--- src/rtl/e2q_pkg.sv ---
package e2q_pkg;

  localparam int ANGLE_WIDTH_DEF = 16;
  localparam int OUT_WIDTH_DEF   = 16;
  localparam int CORDIC_STEPS    = 28;

  localparam logic signed [31:0] CORDIC_GAIN = 32'sd652032874;

  typedef struct packed {
    logic signed [31:0] x;
    logic signed [31:0] y;
    logic signed [31:0] z;
  } cs_t;

  typedef struct packed {
    cs_t roll;
    cs_t pitch;
    cs_t yaw;
  } cell_t;

  typedef struct packed {
    logic signed [31:0] cr;
    logic signed [31:0] sr;
    logic signed [31:0] cp;
    logic signed [31:0] sp;
    logic signed [31:0] cy;
    logic signed [31:0] sy;
  } trig_t;

  function automatic logic signed [31:0] atan_unit(input int step);
    logic signed [31:0] r;
    case (step)
      0:       r = 32'sd536870912;
      1:       r = 32'sd316933406;
      2:       r = 32'sd167458907;
      3:       r = 32'sd85004756;
      4:       r = 32'sd42667331;
      5:       r = 32'sd21354465;
      6:       r = 32'sd10680862;
      7:       r = 32'sd5340245;
      8:       r = 32'sd2670163;
      9:       r = 32'sd1335087;
      10:      r = 32'sd667544;
      11:      r = 32'sd333772;
      12:      r = 32'sd166886;
      13:      r = 32'sd83443;
      14:      r = 32'sd41722;
      15:      r = 32'sd20861;
      16:      r = 32'sd10430;
      17:      r = 32'sd5215;
      18:      r = 32'sd2608;
      19:      r = 32'sd1304;
      20:      r = 32'sd652;
      21:      r = 32'sd326;
      22:      r = 32'sd163;
      23:      r = 32'sd81;
      24:      r = 32'sd41;
      25:      r = 32'sd20;
      26:      r = 32'sd10;
      27:      r = 32'sd5;
      default: r = 32'sd0;
    endcase
    return r;
  endfunction

endpackage

--- src/rtl/e2q_cordic_cell.sv ---
module e2q_cordic_cell #(
  parameter int STEP = 0
) (
  input  logic            clk_i,
  input  logic            rst_ni,
  input  logic            valid_i,
  input  e2q_pkg::cell_t  data_i,
  input  logic            en_i,
  output logic            valid_o,
  output e2q_pkg::cell_t  data_o,
  output logic            en_o
);

  localparam logic signed [31:0] ATAN = e2q_pkg::atan_unit(STEP);

  function automatic e2q_pkg::cs_t rot(input e2q_pkg::cs_t a);
    e2q_pkg::cs_t r;
    logic signed [31:0] dx;
    logic signed [31:0] dy;
    dx = a.x >>> STEP;
    dy = a.y >>> STEP;
    if (!a.z[31]) begin
      r.x = a.x - dy;
      r.y = a.y + dx;
      r.z = a.z - ATAN;
    end else begin
      r.x = a.x + dy;
      r.y = a.y - dx;
      r.z = a.z + ATAN;
    end
    return r;
  endfunction

  logic           valid_q;
  e2q_pkg::cell_t data_q;
  e2q_pkg::cell_t data_d;

  assign en_o = !valid_q || en_i;

  always_comb begin
    data_d.roll  = rot(data_i.roll);
    data_d.pitch = rot(data_i.pitch);
    data_d.yaw   = rot(data_i.yaw);
  end

  always_ff @(posedge clk_i or negedge rst_ni) begin
    if (!rst_ni) begin
      valid_q <= 1'b0;
    end else if (en_o) begin
      valid_q <= valid_i;
    end
  end

  always_ff @(posedge clk_i) begin
    if (en_o) begin
      data_q <= data_d;
    end
  end

  assign valid_o = valid_q;
  assign data_o  = data_q;

endmodule

--- config.mk ---
export PLATFORM = sky130hd
export DESIGN_NAME = e2q_cordic_cell
export DESIGN_NICKNAME = d
export VERILOG_FILES = /design/src/rtl/e2q_pkg.sv /design/src/rtl/e2q_cordic_cell.sv
export SDC_FILE = /design/constraint.sdc
export NUM_CORES = 1
export LEC_CHECK = 0
export BUFFER_PORTS_ARGS = -buffer_cell sky130_fd_sc_hd__buf_2
export CAP_MARGIN = 40
export CORE_UTILIZATION = 44
export DETAILED_ROUTE_END_ITERATION = 10
export PLACE_DENSITY_LB_ADDON = 0.3
export SETUP_SLACK_MARGIN = 0.1
export SYNTH_ARGS = -nofsm -noshare
export SYNTH_HDL_FRONTEND = slang
export SYNTH_SLANG_ARGS = --single-unit
--- constraint.sdc ---
create_clock -name clk_i -period 16.2 [get_ports clk_i]
set_clock_uncertainty 0.1 [all_clocks]
set_input_delay 1.62 -clock clk_i [delete_from_list [all_inputs] [get_ports clk_i]]
set_output_delay 1.62 -clock clk_i [all_outputs]
set_load 0.1 [all_outputs]
==> flow_metrics.env, run 1 <==
export IMPL_core_rowCount=86
export IMPL_portBuffers=581
export IMPL_ys_async_sr_fraction_pct=0.350
export IMPL_post_place_cells=3933
export IMPL_cts_made_buffers=36
export IMPL_cts_repair_resized=0
export IMPL_synth_enable_flop_cells=285
export IMPL_synth_cell_type_count=88
export IMPL_p_leak_nw=13.1
export IMPL_post_route_period_util_pct=30.8
export IMPL_drt_wl_total_um=84700
export IMPL_core_area_mm2=0.0551
export IMPL_timing_critical_path_arrival_ns=5.18
export IMPL_report_final_setup_viol=0
export IMPL_dp_final_hpwl_um=67500
export IMPL_cts_max_path_buffers=3
export IMPL_rsz_0062_raised_after_global_routing="false"
export IMPL_total_power_mw=3.52
export IMPL_remaining_drc_errors=0
export IMPL_ir_worst_vdd_mv=0.108
export IMPL_track_usage_pct=28.5
export IMPL_maxSlewHeadroom_pct=38.9
export IMPL_dieHeight_um=238
export IMPL_power_per_cell_area_mw_per_mm2=121
export IMPL_syn_avg_cell_area_um2=9.03
export IMPL_finalSetupTns_ns=0
export IMPL_synthesis_nets=3303
export IMPL_drv_cap=0
export IMPL_instances_no_fill=4014
export IMPL_synth_top_cell_area_share_pct=34.9
export IMPL_grt_antenna_before_repair=23
export IMPL_fin_nets=3809
export IMPL_worst_path_max_fanout=4
export IMPL_fmax_mhz=201
export IMPL_number_of_synthesized_register_bits=286
export IMPL_grt_pass1_wl_um=126000
export IMPL_worst_path_buf_inv=2
export IMPL_layout_common_cells="buf_2, a21oi_1, inv_1"
export IMPL_path_delay_family="compound AO/OA/AOI/OAI gates"
export IMPL_crit_path_end_kind="register"
export IMPL_cpMaxStageDelayCell="o31ai_1"
export IMPL_timing_hold_ws_ns=0.720
export IMPL_critical_path_class="input pin to register"
export IMPL_critical_path_startpoint_type="input pin"
export IMPL_initial_standard_cell_utilization_of_the_core_pct=44.5
export IMPL_cts_tree="yes"
export IMPL_report_final_slew_viol_count=0
export IMPL_synth_top_cells_by_area="edfxtp_1, ha_1, a21oi_1, xnor2_1, inv_1"
export IMPL_worstPathRequired_ns=16.40
export IMPL_synth_top_cell_by_area="edfxtp_1"
export IMPL_post_cts_setup_buffer_count=0
export IMPL_layout_min_cycle_time_ns=4.98
export IMPL_worstHoldPathType="input pin to asynchronous set/reset pin"
export IMPL_cts_hold_buffers_added=0
export IMPL_ant_nets=0
export IMPL_yosys_warnings=0
export IMPL_timing_critical_path_slowest_cell_delay_ns=0.84
export IMPL_mean_number_of_vias_per_cell=5.73
export IMPL_netlist_instances=2717
export IMPL_place_congestion=0.992
export IMPL_top_level_ports=582
export IMPL_drt_pre_antenna_iters=6
export IMPL_wire_per_inst_um=21.1
export IMPL_layout_cells_most_common="buf_2"
export IMPL_areaGrowthSynthToFinish_pct=19.2
export IMPL_via_count=23000
export IMPL_grt_start_max_net_pins=81
export IMPL_grt_pass1_vias=21900
export IMPL_postSynth_topFlopCell="edfxtp_1"
export IMPL_ctsRootBufferMaster="clkbuf_16"
export IMPL_overflow=0
export IMPL_n_fill_cell=5293
export IMPL_dieArea_mm2=0.0567
export IMPL_cts_htree_levels=2
export IMPL_clkLatencyLatePin_ns=0.56
export IMPL_hold_viol=0
export IMPL_crit_path_cell_trace="buf_2, inv_1, ha_1, fa_1, nand2b_1, a21oi_1, o21ai_0, o31ai_1, a21o_1, a21oi_1, o21ai_0, a221oi_1, o2bb2ai_1, xnor2_1"
export IMPL_die_width_um=238
export IMPL_cts_clk_slew_worst_paths_ns=0.06
export IMPL_syn_area_mm2=0.0245
export IMPL_max_slew_worst_pin_slew_ns=0.909
export IMPL_sequential_area_share_after_synthesis_pct=35.0
export IMPL_tritoncts_num_sinks=286
export IMPL_post_route_cells_drive_above_1_share_pct=21.5
export IMPL_detail_route_iter0_violations=2379
export IMPL_outcome="completed"
## cell families after synthesis
family	share of synthesized area (%)
DFF	35.0
adders and majority gates	15.4
muxes	1.85
xor gates and xnor gates	6.53
and+or+nand+nor	11.8
buffers and inverters	6.76
AOI/OAI and AO/OA	22.7
## per-layer routing
layer,GRT usage (%),vias to the layer above,part of all wire [%]
met5,0,-,0.11
met4,13.5,14,4.5
met3,6.17,217,8.8
met2,47.3,1196,46
met1,35.2,10800,40
li1,-,10800,-
## layout make-up
cell class	count	area, µm²	share of cell area [%]
Multi-Input combinational cell	2001	14300	48.9
Sequential cell	286	8580	29.4
Timing Repair Buffer	594	3050	10.4
Inverter	304	1140	3.90
Tap cell	748	936	3.20
Clock buffer	38	908	3.11
Clock inverter	28	289	0.988
Antenna cell	15	37.5	0.128
## Yosys cell counts (all sizes together) (7+ instances only)
library cell and count:
a21oi 333, inv 294, edfxtp 285, ha 282
nor2 224, o21ai 176, xnor2 158, nand2 107
clkbuf 80, o21bai 60, nor3 57, buf 46
a21o 43, mux2i 43, a211oi 36, nor2b 34
nand3 33, nor4 31, nand2b 30, nand4 30
o31ai 25, xor2 25, a31oi 22, o21a 19
a221oi 15, o221ai 13, or2 13, and2 12
fa 12, o211ai 11, and3 10, clkinv 10
o41ai 9, or3 9, a211o 8, a2111oi 7
a21boi 7, a311oi 7, nand3b 7
## report_power, final
| group | switching (mW) | internal [mW] |
|---|---|---|
| registers | 0.0434 | 0.966 |
| clock network | 0.348 | 0.479 |
| logic | 1.35 | 0.343 |
| total | 1.74 | 1.79 |
## stage by stage
stage	util, %	instance area (µm²)	setup slack [ns]
floorplan	-	24500	5.33
global placement	50.7	27900	10.74
detailed placement	50.8	28000	10.87
CTS	53.0	29200	11.46
global route	53.1	29200	11.17
finish	53.1	29200	11.22
## final timing paths
path | to | from | slack [ns] | cells after the start
min in group clk_i | valid_o$_DFFE_PN0P_ | valid_o$_DFFE_PN0P_ | 0.82 | 2
hold / removal | valid_o$_DFFE_PN0P_ | rst_ni | 0.72 | 1
hold reg to reg | valid_o$_DFFE_PN0P_ | valid_o$_DFFE_PN0P_ | 0.82 | 2
setup / recovery | data_o[92]$_DFFE_PP_ | data_i[64] | 11.22 | 14
setup reg to reg | data_o[266]$_DFFE_PP_ | valid_o$_DFFE_PN0P_ | 13.56 | 4
max in group asynchronous | valid_o$_DFFE_PN0P_ | rst_ni | 15.20 | 1
## sequential cells by signal, indices dropped and copies added (netlist names)
name     flops
data_o     285
valid_o      1
(Power assumes the default switching activity.)
==> run 2: changes to the inputs <==
Clock period 16.2 ns to 4.31 ns, I/O delays scaled along.
==> flow_metrics.env, run 2 (same netlist as run 1, synthesis figures left out) <==
export IMPL_worstPathRequired_ns=4.49
export IMPL_hold_path_cell_count=2
export IMPL_largest_register_ff_count=285
export IMPL_cts_htree_levels=2
export IMPL_n_fill_cell=5140
export IMPL_mean_number_of_vias_per_cell=5.68
export IMPL_crit_reg2reg_capture="data_o[275]$_DFFE_PP_"
export IMPL_drt_pre_antenna_iters=6
export IMPL_via_count=23400
export IMPL_maxSlewHeadroom_pct=32.3
export IMPL_report_final_setup_viol=0
export IMPL_cts_made_buffers=37
export IMPL_place_congestion=1.02
export IMPL_rsz_0062_raised_after_global_routing="false"
export IMPL_fmax_mhz=281
export IMPL_critical_path_startpoint_type="input pin"
export IMPL_layout_cells_most_common="buf_2"
export IMPL_ctsRootBufferMaster="clkbuf_16"
export IMPL_post_cts_setup_buffer_count=0
export IMPL_critical_path_class="input pin to register"
export IMPL_dieHeight_um=238
export IMPL_ant_nets=0
export IMPL_core_area_mm2=0.0551
export IMPL_timing_critical_path_arrival_ns=3.74
export IMPL_wire_per_inst_um=21.1
export IMPL_dp_final_hpwl_um=67400
export IMPL_clock_power_share_pct=22.8
export IMPL_outcome="completed"
export IMPL_grt_pass1_vias=22000
export IMPL_end_point_of_the_most_critical_hold_path="data_o[125]$_DFFE_PP_"
export IMPL_drv_cap=0
export IMPL_grt_start_max_net_pins=135
export IMPL_grt_antenna_before_repair=10
export IMPL_rrSetupSlack_ns=2.28
export IMPL_top_level_ports=582
export IMPL_hp_start="data_i[125]"
export IMPL_max_slew_worst_pin_slew_ns=1.02
export IMPL_dieArea_mm2=0.0567
export IMPL_report_final_slew_viol_count=0
export IMPL_post_route_period_util_pct=82.6
export IMPL_layout_min_cycle_time_ns=3.56
export IMPL_remaining_drc_errors=0
export IMPL_ir_worst_vdd_mv=0.455
export IMPL_grt_pass1_wl_um=129000
export IMPL_dpl_cell_area_mm2=0.0283
export IMPL_power_frac_seq_pct=28.5
export IMPL_track_usage_pct=29.3
export IMPL_cts_tree="yes"
export IMPL_worst_path_max_fanout=13
export IMPL_hold_viol=0
export IMPL_tritoncts_num_sinks=286
export IMPL_timing_final_ws_setup_ns=0.750
export IMPL_crit_path_end_kind="register"
export IMPL_seqCellArea_mm2=0.00858
export IMPL_p_leak_nw=13.7
export IMPL_layout_common_cells="buf_2, a21oi_1, inv_1"
export IMPL_detail_route_iter0_violations=2413
export IMPL_clkLatencyLatePin_ns=0.55
export IMPL_timing_critical_path_slowest_cell_delay_ns=0.55
export IMPL_power_share_switching_pct=49.4
export IMPL_cts_clk_slew_worst_paths_ns=0.06
export IMPL_cpMaxStageDelayCell="ha_1"
export IMPL_die_width_um=238
export IMPL_finalSetupTns_ns=0
export IMPL_power_share_combinational_pct=48.7
export IMPL_reg2regPathDepth=2
export IMPL_post_route_cells_drive_above_1_share_pct=21.9
export IMPL_area_of_combinational_cells_with_multiple_inputs_mm2=0.0143
export IMPL_portBuffers=581
export IMPL_power_per_cell_area_mw_per_mm2=439
export IMPL_drt_wl_total_um=87100
export IMPL_startpoint_of_the_worst_register_to_register_path="valid_o$_DFFE_PN0P_"
export IMPL_worstHoldPathType="input pin to register"
export IMPL_internal_power_mw=6.74
export IMPL_dp_worst_setup_slack_ns=0.330
export IMPL_final_cell_area_mm2=0.0303
export IMPL_postLayoutCoreUtil_pct=55.0
export IMPL_fin_nets=3935
export IMPL_areaGrowthSynthToFinish_pct=23.6
export IMPL_cts_max_path_buffers=3
export IMPL_core_rowCount=86
export IMPL_switching_power_mw=6.58
export IMPL_initial_standard_cell_utilization_of_the_core_pct=44.5
export IMPL_overflow=0
export IMPL_crit_path_cell_trace="buf_2, inv_1, ha_1, nand4_1, a211oi_1, o22ai_1, o31ai_1, nor3_1, o311ai_2, nand2b_1, a211oi_1, o22ai_1, xnor2_1"
[run 2: timing repair]
item | in CTS | in global routing
hold buffers | 89 | 0
gates resized for setup | 0 | 0
hold endpoints to repair | 89 | 0
[run 2: critical path, delay by kind of cell]
kind                     cells  cell delay (ns)
AO/OA/AOI/OAI                6             1.90
adder cells (fa/ha/maj)      1             0.55
AND/OR/NAND/NOR              3             0.55
XOR/XNOR                     1             0.16
buffers and inverters        2             0.15
[run 2: final cells by class]
class	count	area share, %
multi-input cells	2001	47.2
clock buffers	43	3.27
diodes	5	0.0413
well taps	748	3.09
repair buffers	719	13.8
inverters	304	3.76
clock inverters	22	0.557
flip-flops and latches	286	28.3
[run 2: worst max path at each step]
| stage | startpoint | end | slack [ns] | cells past startpoint |
|---|---|---|---|---|
| after floorplan | valid_o$_DFFE_PN0P_ | data_o[0]$_DFFE_PP_ | 0.56 | 1 |
| after global placement | data_i[132] | data_o[157]$_DFFE_PP_ | 0.29 | 13 |
| final | data_i[132] | data_o[157]$_DFFE_PP_ | 0.75 | 13 |
| after CTS | data_i[132] | data_o[157]$_DFFE_PP_ | 0.92 | 13 |
| after detailed placement | data_i[132] | data_o[157]$_DFFE_PP_ | 0.33 | 13 |
| after global routing | data_i[132] | data_o[157]$_DFFE_PP_ | 0.61 | 13 |
[run 2: metal layers]
metal / wire, µm / global-route usage (%) / vias up
met3: 7840 / 5.87 / 205
met1: 34700 / 37.0 / 10900
met5: 71 / 0 / -
met2: 40400 / 48.3 / 1293
li1: - / - / 11000
met4: 4090 / 13.7 / 10
[run 2: power by group through the flow]
stage / Clock, mW / Combinational [mW] / Sequential [mW]
after global placement: 0 / 6.35 / 3.84
after CTS: 3.11 / 6.43 / 3.80
final: 3.04 / 6.49 / 3.80
after detailed placement: 0 / 6.34 / 3.84
after floorplan: 0 / 1.91 / 6.88
after global routing: 3.20 / 6.75 / 3.83
[run 2: metrics by stage]
| stage | power, mW | hold slack, ns | cells |
|---|---|---|---|
| final | 13.3 | 0.0650 | 4128 |
| after global routing | 13.8 | 0.0367 | 4127 |
| after CTS | 13.3 | 0.0296 | 4123 |
| after detailed placement | 10.2 | 0.107 | 3969 |
| after global placement | 10.2 | 0.106 | 3969 |
| after floorplan | 8.79 | 0.0354 | 2717 |
